==> src/owbm_pkg.sv <==
// ----------------------------------------------------------------------------
// owbm_pkg - shared types and constants for the single-wire bus master
// Register indexes, reset values, field widths and the packed result record.
// ----------------------------------------------------------------------------
package owbm_pkg;

    // field widths
    localparam int unsigned CMD_W      = 2;
    localparam int unsigned BYTE_W     = 8;
    localparam int unsigned TICK_W     = 10;
    localparam int unsigned CFG_IDX_W  = 3;
    localparam int unsigned CFG_DATA_W = 10;
    localparam int unsigned IN_TDATA_W  = 16;
    localparam int unsigned OUT_TDATA_W = 16;

    // command codes
    localparam logic [CMD_W-1:0] CMD_TICK  = 2'd0;
    localparam logic [CMD_W-1:0] CMD_RESET = 2'd1;
    localparam logic [CMD_W-1:0] CMD_WRITE = 2'd2;
    localparam logic [CMD_W-1:0] CMD_READ  = 2'd3;

    // register indexes
    localparam logic [CFG_IDX_W-1:0] CFG_RESET_LOW  = 3'd0;
    localparam logic [CFG_IDX_W-1:0] CFG_PRES_DELAY = 3'd1;
    localparam logic [CFG_IDX_W-1:0] CFG_RECOVERY   = 3'd2;
    localparam logic [CFG_IDX_W-1:0] CFG_SLOT_START = 3'd3;
    localparam logic [CFG_IDX_W-1:0] CFG_SLOT       = 3'd4;

    // register reset values
    localparam logic [9:0] RST_RESET_LOW  = 10'd480;
    localparam logic [7:0] RST_PRES_DELAY = 8'd30;
    localparam logic [9:0] RST_RECOVERY   = 10'd200;
    localparam logic [3:0] RST_SLOT_START = 4'd2;
    localparam logic [7:0] RST_SLOT       = 8'd45;

    typedef struct packed {
        logic [9:0] reset_low_ticks;
        logic [7:0] presence_delay_ticks;
        logic [9:0] reset_recovery_ticks;
        logic [3:0] slot_start_ticks;
        logic [7:0] slot_ticks;
    } t_cfg;

    // drive_low sits in bit 0
    typedef struct packed {
        logic [BYTE_W-1:0] rx_byte;
        logic              presence_bit;
        logic              done_res;
        logic              busy_res;
        logic              drive_low;
    } t_result;

endpackage

==> src/owbm_cfg.sv <==
// ----------------------------------------------------------------------------
// owbm_cfg - timing register bank
// Write-only registers, masked to their widths, reset to the standard timings.
// ----------------------------------------------------------------------------
module owbm_cfg (
    input  logic                           i_clk,
    input  logic                           i_rst_n,
    input  logic                           i_cfg_we,
    input  logic [owbm_pkg::CFG_IDX_W-1:0]  i_cfg_idx,
    input  logic [owbm_pkg::CFG_DATA_W-1:0] i_cfg_wdata,
    output owbm_pkg::t_cfg                  o_cfg
);
    import owbm_pkg::*;

    t_cfg r_cfg;

    always_ff @(posedge i_clk) begin
        if (!i_rst_n) begin
            r_cfg.reset_low_ticks      <= RST_RESET_LOW;
            r_cfg.presence_delay_ticks <= RST_PRES_DELAY;
            r_cfg.reset_recovery_ticks <= RST_RECOVERY;
            r_cfg.slot_start_ticks     <= RST_SLOT_START;
            r_cfg.slot_ticks           <= RST_SLOT;
        end else if (i_cfg_we) begin
            case (i_cfg_idx)
                CFG_RESET_LOW:  r_cfg.reset_low_ticks      <= i_cfg_wdata[9:0];
                CFG_PRES_DELAY: r_cfg.presence_delay_ticks <= i_cfg_wdata[7:0];
                CFG_RECOVERY:   r_cfg.reset_recovery_ticks <= i_cfg_wdata[9:0];
                CFG_SLOT_START: r_cfg.slot_start_ticks     <= i_cfg_wdata[3:0];
                CFG_SLOT:       r_cfg.slot_ticks           <= i_cfg_wdata[7:0];
                default: ;
            endcase
        end
    end

    assign o_cfg = r_cfg;

endmodule

==> src/owbm_ctrl.sv <==
// ----------------------------------------------------------------------------
// owbm_ctrl - bus sequencer
// Phase, tick counter and shifters; one tick processed per transaction.
// ----------------------------------------------------------------------------
module owbm_ctrl (
    input  logic                        i_clk,
    input  logic                        i_rst_n,
    input  owbm_pkg::t_cfg              i_cfg,
    input  logic                        i_tick,
    input  logic [owbm_pkg::CMD_W-1:0]  i_command,
    input  logic [owbm_pkg::BYTE_W-1:0] i_tx_byte,
    input  logic                        i_line_level,
    output owbm_pkg::t_result           o_result
);
    import owbm_pkg::*;

    localparam logic [2:0] PH_IDLE     = 3'd0;
    localparam logic [2:0] PH_RST_LOW  = 3'd1;
    localparam logic [2:0] PH_RST_WAIT = 3'd2;
    localparam logic [2:0] PH_RST_REC  = 3'd3;
    localparam logic [2:0] PH_WR_LOW   = 3'd4;
    localparam logic [2:0] PH_WR_DATA  = 3'd5;
    localparam logic [2:0] PH_RD_LOW   = 3'd6;
    localparam logic [2:0] PH_RD_DATA  = 3'd7;

    logic [2:0]        r_phase,      n_phase;
    logic [TICK_W-1:0] r_tick_count, n_tick_count;
    logic [2:0]        r_bit_index,  n_bit_index;
    logic [BYTE_W-1:0] r_shift_out,  n_shift_out;
    logic [BYTE_W-1:0] r_shift_in,   n_shift_in;
    logic              r_presence,   n_presence;
    t_result           n_result;

    always_comb begin
        logic [2:0]        ph;
        logic [TICK_W-1:0] tc;
        logic [TICK_W-1:0] len;
        logic              is_last;

        ph           = r_phase;
        tc           = r_tick_count;
        n_bit_index  = r_bit_index;
        n_shift_out  = r_shift_out;
        n_shift_in   = r_shift_in;
        n_presence   = r_presence;
        n_result     = '0;
        len          = '0;
        is_last      = 1'b0;

        // command taken only on an idle tick; that tick already belongs to it
        if (r_phase == PH_IDLE && i_command != CMD_TICK) begin
            tc          = '0;
            n_bit_index = '0;
            case (i_command)
                CMD_RESET: ph = PH_RST_LOW;
                CMD_WRITE: begin
                    ph          = PH_WR_LOW;
                    n_shift_out = i_tx_byte;
                end
                default: begin
                    ph         = PH_RD_LOW;
                    n_shift_in = '0;
                end
            endcase
        end

        n_phase      = ph;
        n_tick_count = tc;

        if (ph != PH_IDLE) begin
            n_result.busy_res = 1'b1;
            case (ph)
                PH_RST_LOW, PH_WR_LOW, PH_RD_LOW: n_result.drive_low = 1'b1;
                PH_RST_REC: if (tc == '0) n_presence = i_line_level;
                PH_WR_DATA: n_result.drive_low = ~n_shift_out[n_bit_index];
                PH_RD_DATA: if (tc == '0) n_shift_in[n_bit_index] = i_line_level;
                default: ;
            endcase

            // zero in a length register acts as one tick
            case (ph)
                PH_RST_LOW:  len = i_cfg.reset_low_ticks;
                PH_RST_WAIT: len = {2'b00, i_cfg.presence_delay_ticks};
                PH_RST_REC:  len = i_cfg.reset_recovery_ticks;
                PH_WR_LOW, PH_RD_LOW: len = {6'b000000, i_cfg.slot_start_ticks};
                default:     len = {2'b00, i_cfg.slot_ticks};
            endcase
            if (len == '0) len = TICK_W'(1);

            n_tick_count = tc + TICK_W'(1);
            is_last      = (n_tick_count >= len);

            if (is_last) begin
                n_tick_count = '0;
                case (ph)
                    PH_RST_LOW:  n_phase = PH_RST_WAIT;
                    PH_RST_WAIT: n_phase = PH_RST_REC;
                    PH_RST_REC: begin
                        n_phase           = PH_IDLE;
                        n_result.done_res = 1'b1;
                    end
                    PH_WR_LOW:   n_phase = PH_WR_DATA;
                    PH_RD_LOW:   n_phase = PH_RD_DATA;
                    default: begin
                        if (n_bit_index == 3'd7) begin
                            n_phase           = PH_IDLE;
                            n_result.done_res = 1'b1;
                        end else begin
                            n_bit_index = n_bit_index + 3'd1;
                            n_phase     = (ph == PH_WR_DATA) ? PH_WR_LOW : PH_RD_LOW;
                        end
                    end
                endcase
            end
        end

        n_result.presence_bit = n_presence;
        n_result.rx_byte      = n_shift_in;
    end

    always_ff @(posedge i_clk) begin
        if (!i_rst_n) begin
            r_phase      <= PH_IDLE;
            r_tick_count <= '0;
            r_bit_index  <= '0;
            r_shift_out  <= '0;
            r_shift_in   <= '0;
            r_presence   <= 1'b1;
        end else if (i_tick) begin
            r_phase      <= n_phase;
            r_tick_count <= n_tick_count;
            r_bit_index  <= n_bit_index;
            r_shift_out  <= n_shift_out;
            r_shift_in   <= n_shift_in;
            r_presence   <= n_presence;
        end
    end

    assign o_result = n_result;

`ifndef NO_ASSERTIONS
    a_done_goes_idle: assert property (@(posedge i_clk) disable iff (!i_rst_n)
        (i_tick && n_result.done_res) |=> (r_phase == PH_IDLE))
        else $error("operation finished but sequencer not idle");

    a_drive_only_busy: assert property (@(posedge i_clk) disable iff (!i_rst_n)
        (i_tick && n_result.drive_low) |-> n_result.busy_res)
        else $error("bus driven outside an operation");

    a_idle_count_clear: assert property (@(posedge i_clk) disable iff (!i_rst_n)
        (r_phase == PH_IDLE) |-> (r_tick_count == '0))
        else $error("tick counter not cleared while idle");
`endif

endmodule

==> src/owbm_skid.sv <==
// ----------------------------------------------------------------------------
// owbm_skid - two-entry result buffer
// Holds results so the input side keeps flowing while the output stalls, until both entries are full.
// ----------------------------------------------------------------------------
module owbm_skid (
    input  logic              i_clk,
    input  logic              i_rst_n,
    input  logic              i_push,
    input  owbm_pkg::t_result i_result,
    output logic              o_ready,
    output logic              o_valid,
    input  logic              i_pop_ready,
    output owbm_pkg::t_result o_result
);
    import owbm_pkg::*;

    t_result    r_mem [2];
    logic       r_wr_ptr;
    logic       r_rd_ptr;
    logic [1:0] r_count, n_count;
    logic       pop;

    assign o_ready  = (r_count != 2'd2);
    assign o_valid  = (r_count != 2'd0);
    assign pop      = o_valid && i_pop_ready;
    assign o_result = r_mem[r_rd_ptr];

    always_comb begin
        n_count = r_count;
        if (i_push && !pop)      n_count = r_count + 2'd1;
        else if (!i_push && pop) n_count = r_count - 2'd1;
    end

    always_ff @(posedge i_clk) begin
        if (i_push) r_mem[r_wr_ptr] <= i_result;
    end

    always_ff @(posedge i_clk) begin
        if (!i_rst_n) begin
            r_wr_ptr <= 1'b0;
            r_rd_ptr <= 1'b0;
            r_count  <= '0;
        end else begin
            if (i_push) r_wr_ptr <= ~r_wr_ptr;
            if (pop)    r_rd_ptr <= ~r_rd_ptr;
            r_count <= n_count;
        end
    end

`ifndef NO_ASSERTIONS
    a_count_range: assert property (@(posedge i_clk) disable iff (!i_rst_n)
        r_count != 2'd3)
        else $error("result buffer over-filled");

    a_push_only_ready: assert property (@(posedge i_clk) disable iff (!i_rst_n)
        i_push |-> o_ready)
        else $error("result written into a full buffer");

    a_ptr_count: assert property (@(posedge i_clk) disable iff (!i_rst_n)
        (r_count == 2'd1) |-> (r_wr_ptr != r_rd_ptr))
        else $error("pointers disagree with fill count");
`endif

endmodule

==> src/one_wire_bus_master_unit.sv <==
// ----------------------------------------------------------------------------
// one_wire_bus_master_unit - single-wire bus master, one tick per transaction
// Reset/presence, byte write and byte read sequences on a sampled bus line.
// ----------------------------------------------------------------------------
//
//  channel  | dir | contents
//  ---------+-----+-------------------------------------------------------
//  s_axis   | in  | one microsecond tick: command, tx byte, line level
//  m_axis   | out | one result per tick: drive, busy, done, presence, rx
//  i_cfg_*  | in  | timing register writes, no read-back
//
//  Each input transaction is processed in the cycle it is taken: the
//  sequencer state updates at that edge and the result enters a two-entry
//  buffer, so one tick per clock is sustained while m_axis takes results;
//  the result is registered in the buffer before it appears on m_axis.
//  s_axis_tready depends only on the buffer fill, not on m_axis_tready; it
//  drops only after two results wait untaken.
//  Synchronous active-low reset: idle, counters clear, presence reads 1,
//  timings at their standard values.
//
module one_wire_bus_master_unit (
    input  logic                             i_clk,
    input  logic                             i_rst_n,
    input  logic                             s_axis_tvalid,
    output logic                             s_axis_tready,
    // [1:0] command, [9:2] tx_byte, [10] line_level, [15:11] zero
    input  logic [owbm_pkg::IN_TDATA_W-1:0]  s_axis_tdata,
    output logic                             m_axis_tvalid,
    input  logic                             m_axis_tready,
    // [0] drive_low, [1] busy_res, [2] done_res, [3] presence_bit,
    // [11:4] rx_byte, [15:12] zero
    output logic [owbm_pkg::OUT_TDATA_W-1:0] m_axis_tdata,
    input  logic                             i_cfg_we,
    input  logic [owbm_pkg::CFG_IDX_W-1:0]   i_cfg_idx,
    input  logic [owbm_pkg::CFG_DATA_W-1:0]  i_cfg_wdata
);
    import owbm_pkg::*;

    t_cfg    cfg;
    t_result tick_result;
    t_result buf_result;
    logic    tick_acc;

    // a tick moves the sequencer only when the result has somewhere to go
    assign tick_acc = s_axis_tvalid && s_axis_tready;

    owbm_cfg u_cfg (
        .i_clk       (i_clk),
        .i_rst_n     (i_rst_n),
        .i_cfg_we    (i_cfg_we),
        .i_cfg_idx   (i_cfg_idx),
        .i_cfg_wdata (i_cfg_wdata),
        .o_cfg       (cfg)
    );

    owbm_ctrl u_ctrl (
        .i_clk        (i_clk),
        .i_rst_n      (i_rst_n),
        .i_cfg        (cfg),
        .i_tick       (tick_acc),
        .i_command    (s_axis_tdata[1:0]),
        .i_tx_byte    (s_axis_tdata[9:2]),
        .i_line_level (s_axis_tdata[10]),
        .o_result     (tick_result)
    );

    owbm_skid u_skid (
        .i_clk       (i_clk),
        .i_rst_n     (i_rst_n),
        .i_push      (tick_acc),
        .i_result    (tick_result),
        .o_ready     (s_axis_tready),
        .o_valid     (m_axis_tvalid),
        .i_pop_ready (m_axis_tready),
        .o_result    (buf_result)
    );

    assign m_axis_tdata = {4'b0000, buf_result};

endmodule
==> config.mk <==
export PLATFORM = sky130hd
export DESIGN_NAME = one_wire_bus_master_unit
export DESIGN_NICKNAME = d
export VERILOG_FILES = /design/src/owbm_pkg.sv /design/src/owbm_cfg.sv /design/src/owbm_ctrl.sv /design/src/owbm_skid.sv /design/src/one_wire_bus_master_unit.sv
export SDC_FILE = /design/constraint.sdc
export NUM_CORES = 1
export LEC_CHECK = 0
export BUFFER_PORTS_ARGS = -buffer_cell sky130_fd_sc_hd__buf_2
export CAP_MARGIN = 20
export CORE_MARGIN = 5
export CORE_UTILIZATION = 40
export CTS_CLUSTER_DIAMETER = 150
export DETAILED_ROUTE_END_ITERATION = 10
export GPL_TIMING_DRIVEN = 0
export PLACE_DENSITY_LB_ADDON = 0.15
export SLEW_MARGIN = 0
export SYNTH_ARGS = -nofsm -noshare
export SYNTH_HDL_FRONTEND = slang
export SYNTH_HIERARCHICAL = 1
export SYNTH_SLANG_ARGS = --single-unit
==> constraint.sdc <==
create_clock -name i_clk -period 5.05 [get_ports i_clk]
set_input_delay 1.01 -clock i_clk [delete_from_list [all_inputs] [get_ports i_clk]]
set_output_delay 1.01 -clock i_clk [all_outputs]
set_load 0.02 [all_outputs]
==> results of run 1 <==
power groups by stage:
stage / logic, W / registers (W) / clock network (W)
after floorplan: 0.000522 / 0.000949 / 0
after global placement: 0.000716 / 0.000956 / 0
after detailed placement: 0.000731 / 0.000959 / 0
after CTS: 0.000747 / 0.000941 / 0.000710
after global routing: 0.000834 / 0.000949 / 0.000740
final: 0.000760 / 0.000940 / 0.000691
routing by layer:
| metal | global-route usage | share of wire | wire length, um | vias to the layer above |
|---|---|---|---|---|
| met1 | 0.219 | 0.44 | 6250 | 2201 |
| met3 | 0.0250 | 0.036 | 511 | 14 |
| met2 | 0.314 | 0.51 | 7230 | 83 |
| li1 | - | - | - | 2253 |
| met5 | 0 | 0 | 0 | - |
| met4 | 0.0730 | 0.017 | 249 | 0 |
final cells by class:
class	count	area (um2)	area share
clock inverter	5	58.8	0.00923
timing repair buffer	48	255	0.0401
tap	180	225	0.0353
multi-input combinational	443	3080	0.483
sequential	102	2280	0.358
inverter	12	45.0	0.00707
clock buffer	11	233	0.0365
buffer	39	196	0.0308
critical path, delay by kind of cell:
family,cells,cell delay [ps]
buffers and inverters,5,780
adders and majority gates,2,620
muxes,1,340
AOI/OAI and AO/OA,6,1450
and+or+nand+nor,5,810
synthesized netlist by cell type (3+ instances only):
master    number  share of area
nand4b_1       3         0.0047
dfxtp_1       78           0.28
ha_1          18          0.040
nor2b_1       34          0.038
a21o_1         3         0.0040
a22oi_1        4         0.0054
nor2_1        33          0.022
nand4_1       11          0.012
or2_2          6         0.0067
nand2_1       78          0.053
mux2i_1       54          0.097
nor4b_1        3         0.0047
a22o_1         6         0.0094
buf_2          8         0.0072
clkbuf_1      24          0.016
a21boi_0       5         0.0067
nand3_1        9         0.0081
a211oi_1       3         0.0040
mux2_1        12          0.024
o21ai_1        3         0.0027
and2_1         9          0.010
or3_1          3         0.0034
nor3_1        11         0.0099
nor4bb_1       3         0.0054
o21ai_0       22          0.020
edfxtp_1      24           0.13
o21bai_1       3         0.0040
mux2_2         6          0.012
nor4_2         3         0.0067
inv_1         11         0.0074
xor2_1         6         0.0094
nand2b_1       4         0.0045
o31a_1         3         0.0047
buf_4          5         0.0067
nor4_1         5         0.0056
and3_1         5         0.0056
a21oi_1       23          0.021
nand3b_1       3         0.0040
xnor2_1        4         0.0063
per-stage QoR:
stage               instance area, um2  total power [W]  std cells
floorplan                         5570          0.00147        597
global placement                  6000          0.00167        818
detailed placement                6010          0.00169        819
CTS                               6330          0.00240        837
global route                      6370          0.00252        840
finish                            6370          0.00239        840
how the worst min path moves through the flow:
stage                                       from                            to  slack, ps  cells past startpoint
floorplan           u_cfg/o_cfg[13]$_SDFFE_PN0P_  u_cfg/o_cfg[13]$_SDFFE_PN0P_        430                      2
global placement    u_cfg/o_cfg[14]$_SDFFE_PN0P_  u_cfg/o_cfg[14]$_SDFFE_PN0P_        440                      2
detailed placement  u_cfg/o_cfg[12]$_SDFFE_PN0P_  u_cfg/o_cfg[12]$_SDFFE_PN0P_        450                      2
CTS                 u_cfg/o_cfg[29]$_SDFFE_PN0P_  u_cfg/o_cfg[29]$_SDFFE_PN0P_        460                      2
global route        u_cfg/o_cfg[27]$_SDFFE_PN0P_  u_cfg/o_cfg[27]$_SDFFE_PN0P_        480                      2
finish              u_cfg/o_cfg[30]$_SDFFE_PN0P_  u_cfg/o_cfg[30]$_SDFFE_PN0P_        460                      2
flip-flops by register name (all words and copies together) (netlist names), named ones only:
signal               cells
u_cfg/o_cfg             40
u_ctrl/r_bit_index       3
u_ctrl/r_phase           3
u_ctrl/r_presence        1
u_ctrl/r_shift_in        8
u_ctrl/r_shift_out       8
u_ctrl/r_tick_count     10
u_skid/r_count           2
u_skid/r_mem            24
u_skid/r_rd_ptr          1
u_skid/r_wr_ptr          1
kinds of logic after synthesis:
group	after synthesis	synth area share
other	1	0.000674
AND/OR/NAND/NOR	234	0.224
XOR/XNOR	10	0.0157
multiplexers	73	0.136
buffers and inverters	52	0.0430
AO/OA/AOI/OAI	104	0.129
flip-flops	102	0.410
adder cells (fa/ha/maj)	18	0.0405
what timing repair did:
| item | CTS | global route |
|---|---|---|
| hold buffers | 0 | 0 |
| pin swaps | 2 | 4 |
| endpoints found under the setup margin | 18 | 15 |
| gates resized for setup | 4 | 6 |
| buffers inserted | 2 | 3 |
| endpoints found under the hold margin | 0 | 0 |
==> metrics.md, run 1 <==
| Metric | Value |
|---|---|
| Status | `finished clean` |
| Fraction of registers with async set or reset after synthesis | `0` |
| Syn Inst Count | `about 590` |
| Reg2Reg Depth | `16` |
| Mapped cell area | `5560 um2` |
| Nets | `about 710` |
| Port bufs | `a little over 40` |
| #FFs+latches synth | `~100` |
| Clock sinks | `a little over 100` |
| FMAX | `approximately 210 MHz` |
| Fillers | `approximately 1,400` |
| Detailed Place HPWL | `10.4 mm` |
| Crit-path max FO | `10` |
| Worst-skew pair later-pin latency | `about 350 ps` |
| I/O Pins | `52` |
| DRC Markers | `0` |
| Setup crit start | `s_axis_tdata[1]` |
| Worst slew pin tran | `840 ps` |
| CTS buffer count | `9` |
| Sw Pwr | `0.000808 W` |
| CTS max path bufs | `2` |
| Global Route Usage Sum | `0.179` |
| Seq pwr share | `0.393` |
| Core Util, Final | `0.463` |
| Switching Fraction | `0.338` |
| Clock edge transition at the registers on the reported setup and hold paths | `approximately 70 ps` |
| Vias in the first global route | `approximately 4,600` |
| P per Cell Area | `roughly 380 nW/um2` |
| Post-synthesis cell type count | `75` |
| R2R Setup Slk | `roughly 520 ps` |
| Max-slew violations | `0` |
| Syn Area/Cell | `9.36 um2` |
| Total number of vias | `4,551` |
| Initial DRC count | `about 250` |
| Hold Crit Class | `register to register` |
| Min Hold Slack | `about 460 ps` |
| CP endpoint | `u_ctrl/r_tick_count[7]$_SDFFE_PN0P_` |
| Fin crit period | `roughly 4800 ps` |
| Pleak | `around 2.6 nW` |
| Antenna viol nets, final | `0` |
| Post-synth EDFFs | `24` |
| Global-route wire length before repair | `around 23 mm` |
| Most used flip-flop cell after synthesis | `dfxtp_1` |
| Synth warnings | `6` |
| Worst EP required | `5320 ps` |
| Clock Skew | `approximately 8.1 ps` |
| Total Wirelength | `around 14 mm` |
| Setup-failing EPs final | `0` |
| Arr. time, crit path | `5040 ps` |
| H-tree levels | `3` |
| Final Cycle Share | `0.945` |
| Root Driver | `clkbuf_16` |
| Number of vias per cell | `~5.4` |
| Setup TNS | `0 ps` |
| Clk pwr share | `0.289` |
| Gp weighted congestion | `approximately 0.84` |
| Final worst slack | `about 280 ps` |
| Share of cells above drive strength 1 | `0.159` |
| Crit path kind | `input pin to register` |
| Most frequent cells in the layout | `78 x nand2_1, 78 x dfxtp_1, 54 x mux2i_1` |
| FF-to-FF Start | `u_ctrl/r_phase[1]$_SDFFE_PN0P_` |
| CP cell instances | `buf_2 > inv_1 > ha_2 > nor4_4 > nor2_1 > buf_6 > mux2_1 > a221oi_2 > nand2_1 > o31ai_2 > ha_1 > nand2b_1 > a21oi_1 > o221ai_1 > a221oi_2 > buf_4 > clkbuf_4 > nand4_1 > a21oi_1` |
| R2r endpoint | `u_ctrl/r_tick_count[7]$_SDFFE_PN0P_` |
| Max IR drop VDD | `roughly 0.00017 V` |
| Number of diodes | `0` |
| Die footprint | `about 16,000 um2` |
| Antenna violations before repair | `0` |
| RSZ-0062 raised after global routing | `no` |
| Syn-to-layout area delta | `14.6%` |
| Pint | `between 0.0015 and 0.002 W` |
| GRT overflow | `0` |
| Initial Util | `0.404` |
| Post-placement setup slack | `-874 ps` |
| Worst Setup Start Kind | `input pin` |
| Pin count of the biggest net entering global routing | `17` |
| Max-slew headroom | `0.436` |
| Max-cap violations | `0` |
| Chip Width | `around 130 um` |
| Cell Rows | `43` |
| Iteration count of the initial detailed-routing pass | `5` |
| Die height | `128 um` |
| Critical Path Slowest Stage Cell | `a221oi_2` |
| Logic gate share of total power | `0.318` |
| CTS tree | `built` |
| Worst Setup End Kind | `register` |
| Wire length per cell | `17.0 um` |
| Post-synthesis sequential area ratio | `0.410` |
| CP max stage delay | `between 300 and 400 ps` |
| Final Hold Vio Count | `0` |
| Core ar. | `roughly 14,000 um2` |
Note: power is estimated with default switching activity, not from simulation.
==> run 2, diff against run 1 <==
==> constraint.sdc (replaced) <==
create_clock -name i_clk -period 5.4 [get_ports i_clk]
set_input_delay 1.08 -clock i_clk [delete_from_list [all_inputs] [get_ports i_clk]]
set_output_delay 1.08 -clock i_clk [all_outputs]
set_load 0.02 [all_outputs]
==> run 2 against run 1 <==
  * Wire length decreased by 0.93%
  * Final cell count decreased by 0.24%
  * Non-clock buffer count decreased by 2
  * Utilization is 0.17 points lower
  * Via count fell by 0.51%
  * Die area did not move
  * Highest routed layer unchanged
==> metrics.md, run 2 (synthesis results as in run 1) <==
| Metric | Value |
|---|---|
| Status | `finished clean` |
| Final Hold Vio Count | `0 (unchanged)` |
| Total Wirelength | `14.1 mm (-0.93%)` |
| Critical Path Slowest Stage Cell | `clkbuf_1` |
| Share of cells above drive strength 1 | `0.153 (-0.00560)` |
| Clock edge transition at the registers on the reported setup and hold paths | `70 ps (about the same)` |
| Port bufs | `41 (unchanged)` |
| Number of diodes | `0 (unchanged)` |
| Worst-skew pair later-pin latency | `350 ps (about the same)` |
| Detailed Place HPWL | `10.4 mm (unchanged)` |
| CTS tree | `built` |
| Antenna violations before repair | `0 (unchanged)` |
| Hold Crit Class | `register to register` |
| Total number of vias | `4,528 (-0.51%)` |
| CP max stage delay | `380 ps (about the same)` |
| Fin crit period | `5070 ps` |
| I/O Pins | `52 (unchanged)` |
| Max-slew violations | `0 (unchanged)` |
| Pin count of the biggest net entering global routing | `17 (unchanged)` |
| Number of vias per cell | `5.40 (-0.27%)` |
| Crit-path max FO | `10 (unchanged)` |
| CTS Hold Bufs | `0 (unchanged)` |
| Worst Setup End Kind | `register` |
| Cell Rows | `43 (unchanged)` |
| Worst Setup Start Kind | `input pin` |
| Clock Skew | `9.10 ps (+1.00 ps)` |
| Antenna viol nets, final | `0 (unchanged)` |
| Max IR drop VDD | `0.000164 V (-5.8%)` |
| Pleak | `2.55 nW (-0.46%)` |
| Design area | `6350 um2 (-0.37%)` |
| Most frequent cells in the layout | `78 x nand2_1, 78 x dfxtp_1, 54 x mux2i_1` |
| Global-route wire length before repair | `23.2 mm (-0.38%)` |
| Gp weighted congestion | `0.844 (unchanged)` |
| CTS max path bufs | `2 (unchanged)` |
| Top delay family on crit path | `buffers and inverters` |
| Nets | `705 (-0.28%)` |
| GRT overflow | `0 (unchanged)` |
| CTS buffer count | `9 (unchanged)` |
| Wire length per cell | `16.8 um (-0.69%)` |
| WP buf/inv | `7 (+2)` |
| Max reg flops | `40 (unchanged)` |
| Core ar. | `13,800 um2 (unchanged)` |
| Syn-to-layout area delta | `14.1%` |
| Non-filler cells, final | `838 (-0.24%)` |
| Initial Util | `0.404 (unchanged)` |
| CP cell instances | `buf_2 > inv_1 > ha_2 > clkbuf_1 > nor4_4 > nor2_1 > buf_6 > mux2_2 > a221oi_2 > nand2_1 > o31ai_2 > ha_1 > nand2b_1 > a21oi_1 > o221ai_1 > a221oi_2 > buf_4 > clkbuf_2 > clkbuf_4 > nand4_1 > a21oi_1` |
| Max-slew headroom | `0.448 (+0.0122)` |
| Root Driver | `clkbuf_16` |
| Final Cycle Share | `0.938` |
| H-tree levels | `3 (unchanged)` |
| Worst EP required | `5670 ps (+350 ps)` |
| FMAX | `197 MHz` |
| Max-cap violations | `0 (unchanged)` |
| Die footprint | `16,400 um2 (unchanged)` |
| Vias in the first global route | `4,592 (-0.63%)` |
| Worst slew pin tran | `828 ps (-11.9 ps)` |
| DRC Markers | `0 (unchanged)` |
| Clock sinks | `102 (unchanged)` |
| Setup-failing EPs final | `0 (unchanged)` |
| Chip Width | `128 um (unchanged)` |
| Core Util, Final | `0.461 (-0.00173)` |
| RSZ-0062 raised after global routing | `no` |
| Arr. time, crit path | `5340 ps (+300 ps)` |
| P per Cell Area | `350 nW/um2 (-6.7%)` |
| Initial DRC count | `282 (+14%)` |
| Die height | `128 um (unchanged)` |
| Crit path kind | `input pin to register` |
| Iteration count of the initial detailed-routing pass | `5 (unchanged)` |
| Placed Instance Area | `6010 um2 (unchanged)` |
| Global Route Usage Sum | `0.178 (-0.000701)` |
| Number of placed cells counting well taps | `819 (unchanged)` |
[run 2: cell count changes in the layout (fill, tap and decap cells not counted)]
cell	before	now
nor2_1	32	33
buf_4	12	8
nor2_2	1	0
clkbuf_1	24	25
clkbuf_2	0	1
[run 2: area by class of cell]
type	count	area (um2)
Buffer	40	198
Multi-Input combinational cell	443	3070
Inverter	12	45.0
Clock buffer	11	233
Sequential cell	102	2280
Fill cell	1397	7430
Timing Repair Buffer	45	233
Tap cell	180	225
Clock inverter	5	58.8
[run 2: worst reg2reg max path: cells and delay by family (launching register included)]
kind / cells / cell delay [ps]
flops: 1 / 360
simple gates: 4 / 1590
buf+inv: 4 / 860
fa+ha+maj: 1 / 270
compound gates: 8 / 1490
[run 2: power by group]
part           leakage [nW]  internal, W  total [W]  switching, W
combinational          1.55     0.000265   0.000697      0.000433
sequential            0.856     0.000846   0.000879     0.0000335
clock                 0.138     0.000361   0.000648      0.000287
total                  2.55      0.00147    0.00222      0.000753
[run 2: timing repair]
item / in CTS / in global routing
resized for setup: 3 / 4
pin swaps: 0 / 3
setup buffers: 0 / 2
setup endpoints to repair: 11 / 13
[run 2: path summary, 6_finish.rpt]
check / from / end / slack [ps] / cells past startpoint
worst min register to register: u_cfg/o_cfg[32]$_SDFFE_PN0P_ / u_cfg/o_cfg[32]$_SDFFE_PN0P_ / 460 / 2
worst min-delay path: u_cfg/o_cfg[32]$_SDFFE_PN0P_ / u_cfg/o_cfg[32]$_SDFFE_PN0P_ / 460 / 2
worst max register to register: u_ctrl/r_phase[1]$_SDFFE_PN0P_ / u_ctrl/r_tick_count[7]$_SDFFE_PN0P_ / 740 / 17
worst max-delay path: s_axis_tdata[1] / u_ctrl/r_tick_count[7]$_SDFFE_PN0P_ / 330 / 21
[run 2: through the flow]
step	hold slack (ps)	power [W]	setup slack (ps)	TNS (ps)
after floorplan	431	0.00138	728	0
after global placement	442	0.00156	-509	-7090
after detailed placement	452	0.00158	-594	-8380
after CTS	462	0.00224	84.4	0
after global routing	479	0.00235	2.50	0
final	460	0.00222	333	0
[run 2: routing by layer]
| metal | vias to the layer above | routed length, um | track usage | part of all wire |
|---|---|---|---|---|
| met2 | 90 | 7190 | 0.314 | 0.51 |
| met4 | 0 | 235 | 0.0712 | 0.017 |
| met3 | 15 | 503 | 0.0250 | 0.036 |
| met1 | 2171 | 6180 | 0.218 | 0.44 |
| met5 | - | 0 | 0 | 0 |
| li1 | 2252 | - | - | - |
==> run 3, diff against run 2 <==
--- a/config.mk
+++ b/config.mk
@@ -7,6 +7,8 @@
 export LEC_CHECK = 0
 export BUFFER_PORTS_ARGS = -buffer_cell sky130_fd_sc_hd__buf_2
 export CAP_MARGIN = 20
+export CELL_PAD_IN_SITES_DETAIL_PLACEMENT = 0
+export CELL_PAD_IN_SITES_GLOBAL_PLACEMENT = 1
 export CORE_MARGIN = 5
 export CORE_UTILIZATION = 40
 export CTS_CLUSTER_DIAMETER = 150
==> run 3 against run 2 <==
  * Global-route usage about the same
  * Wire length increased by 1.1%
  * Flip-flop and latch count stayed put
  * Die area did not move
  * Total power is 0.78% higher
  * Maximum frequency down 0.17%
  * Critical path depth down 2
  * Final area increased by 0.30%
  * Non-clock buffer count is 1 lower
  * Sequential power about the same
  * Critical endpoint is now u_ctrl/r_tick_count[8]$_SDFFE_PN0P_
  * Highest routed layer unchanged
==> metrics.md, run 3 (synthesis results as in run 1) <==
| Metric | Value |
|---|---|
| Pleak | `2.55 nW (+0.24%)` |
| Core ar. | `13,800 um2 (unchanged)` |
| Max-slew headroom | `0.427 (-0.0215)` |
| GRT overflow | `0 (unchanged)` |
| Setup crit start | `s_axis_tdata[1]` |
| FF-to-FF Start | `u_ctrl/r_phase[1]$_SDFFE_PN0P_` |
| CP endpoint | `u_ctrl/r_tick_count[8]$_SDFFE_PN0P_` |
| Die height | `128 um (unchanged)` |
| Die footprint | `16,400 um2 (unchanged)` |
| I/O Pins | `52 (unchanged)` |
| Worst EP required | `5670 ps (about the same)` |
| Nets | `704 (-0.14%)` |
| Sequential cell area | `2280 um2 (unchanged)` |
| Hold Crit Depth | `2 (unchanged)` |
| Most frequent cells in the layout | `78 x nand2_1, 78 x dfxtp_1, 54 x mux2i_1` |
| Port bufs | `41 (unchanged)` |
| CTS buffer count | `9 (unchanged)` |
| Total Wirelength | `14.3 mm (+1.1%)` |
| P per Cell Area | `352 nW/um2 (+0.48%)` |
| RSZ-0062 raised after global routing | `no` |
| Chip Width | `128 um (unchanged)` |
| Post-placement setup slack | `-617 ps (-22.7 ps)` |
| Clock sinks | `102 (unchanged)` |
| Vias in the first global route | `4,582 (-0.22%)` |
| Gp weighted congestion | `0.856 (+1.5%)` |
| DRC Markers | `0 (unchanged)` |
| Arr. time, crit path | `5350 ps (about the same)` |
| Initial Util | `0.404 (unchanged)` |
| Final Cycle Share | `0.940 (+0.00156)` |
| Reg2Reg Depth | `17 (unchanged)` |
| Max reg flops | `40 (unchanged)` |
| Worst Setup End Kind | `register` |
| Detailed Place HPWL | `10.4 mm (+0.36%)` |
| Final worst slack | `325 ps (-8.44 ps)` |
| CTS max path bufs | `2 (unchanged)` |
| R2r endpoint | `u_ctrl/r_tick_count[8]$_SDFFE_PN0P_` |
| Fin crit period | `5080 ps (+8.44 ps)` |
| Share of cells above drive strength 1 | `0.158 (+0.00480)` |
| Crit path kind | `input pin to register` |
| Multi-input logic area | `3090 um2 (+0.45%)` |
| Max-slew violations | `0 (unchanged)` |
| Placed Instance Area | `6010 um2 (about the same)` |
| Global-route wire length before repair | `23.1 mm (-0.71%)` |
| Design area | `6370 um2 (+0.30%)` |
| Total Power | `0.00224 W (+0.78%)` |
| Worst-skew pair later-pin latency | `350 ps (about the same)` |
| Fillers | `1,347 (-3.6%)` |
| Syn-to-layout area delta | `14.5%` |
| Root Driver | `clkbuf_16` |
| Max IR drop VDD | `0.000136 V (-17%)` |
| Cell Rows | `43 (unchanged)` |
| Total number of vias | `4,561 (+0.73%)` |
| Max-cap violations | `0 (unchanged)` |
| Number of diodes | `0 (unchanged)` |
| Final Hold Vio Count | `0 (unchanged)` |
| CTS tree | `built` |
| Antenna viol nets, final | `0 (unchanged)` |
| Hold Crit Class | `register to register` |
| Wire length per cell | `17.0 um (+1.2%)` |
| Core Util, Final | `0.462 (+0.00136)` |
| FMAX | `197 MHz (-0.17%)` |
| Antenna violations before repair | `0 (unchanged)` |
| H-tree levels | `3 (unchanged)` |
| Crit-path max FO | `10 (unchanged)` |
| Iteration count of the initial detailed-routing pass | `5 (unchanged)` |
| R2R Setup Slk | `620 ps (-120 ps)` |
| Worst Setup Start Kind | `input pin` |
| Worst slew pin tran | `860 ps (+32.2 ps)` |
| Setup-failing EPs final | `0 (unchanged)` |
| Clock Skew | `8.11 ps (-0.997 ps)` |
| Pin count of the biggest net entering global routing | `18 (+1)` |
| Initial DRC count | `259 (-8.2%)` |
| Status | `finished clean` |
| Clock edge transition at the registers on the reported setup and hold paths | `70 ps (about the same)` |
| Number of vias per cell | `5.45 (+0.85%)` |
| Global Route Usage Sum | `0.178 (about the same)` |
run 3: cell count changes in the layout (fill, tap and decap cells not counted), sizes merged:
cell / delta
inv: +1
clkbuf: -3
clkinv: +1
run 3: layer usage:
metal | routed length [um] | vias up | share of wire | GRT usage
li1 | - | 2249 | - | -
met5 | 0 | - | 0 | 0
met2 | 7190 | 103 | 0.50 | 0.314
met4 | 350 | 0 | 0.025 | 0.0787
met1 | 6150 | 2187 | 0.43 | 0.210
met3 | 566 | 22 | 0.040 | 0.0325
run 3: final cells by class:
cell class                      instances  area share
Buffer                                 39      0.0305
Inverter                               12     0.00708
Clock inverter                          7      0.0114
Multi-Input combinational cell        443       0.485
Tap cell                              180      0.0354
Sequential cell                       102       0.358
Clock buffer                            9      0.0354
Timing Repair Buffer                   45      0.0369
run 3: through the flow:
step                hold slack [ps]  setup TNS (ps)  instances
floorplan                       431               0        597
global placement                441           -8350        818
detailed placement              450           -8820        819
CTS                             462               0        835
global route                    482               0        837
finish                          456               0        837
run 3: critical path, cell delays in order:
cell and delay [ps]:
buf_2 110, inv_1 90, ha_2 340, nor4_4 410, nor2_1 120, mux2_1 330
a222oi_1 400, o311ai_1 190, o31ai_2 250, ha_1 260, nand2b_1 140, a21oi_1 160
o221ai_1 190, a221oi_2 310, buf_4 180, clkbuf_2 220, clkbuf_4 260, nand4_1 120
a21oi_1 170
run 3: how the worst min path moves through the flow:
| stage | from | slack, ps | end |
|---|---|---|---|
| floorplan | u_cfg/o_cfg[13]$_SDFFE_PN0P_ | 430 | u_cfg/o_cfg[13]$_SDFFE_PN0P_ |
| global placement | u_cfg/o_cfg[13]$_SDFFE_PN0P_ | 440 | u_cfg/o_cfg[13]$_SDFFE_PN0P_ |
| detailed placement | u_cfg/o_cfg[14]$_SDFFE_PN0P_ | 450 | u_cfg/o_cfg[14]$_SDFFE_PN0P_ |
| CTS | u_cfg/o_cfg[13]$_SDFFE_PN0P_ | 460 | u_cfg/o_cfg[13]$_SDFFE_PN0P_ |
| global route | u_cfg/o_cfg[28]$_SDFFE_PN0P_ | 480 | u_cfg/o_cfg[28]$_SDFFE_PN0P_ |
| finish | u_cfg/o_cfg[13]$_SDFFE_PN0P_ | 460 | u_cfg/o_cfg[13]$_SDFFE_PN0P_ |
run 3: what timing repair did:
action,in CTS,in global routing
pin swaps,0,2
endpoints found under the setup margin,14,13
setup buffers,0,2
hold buffers,0,0
resized for setup,3,6
run 3: report_power, final:
group / internal, W / switching [W]
clock network: 0.000361 / 0.000290
logic: 0.000270 / 0.000441
registers: 0.000846 / 0.0000340
total: 0.00148 / 0.000765
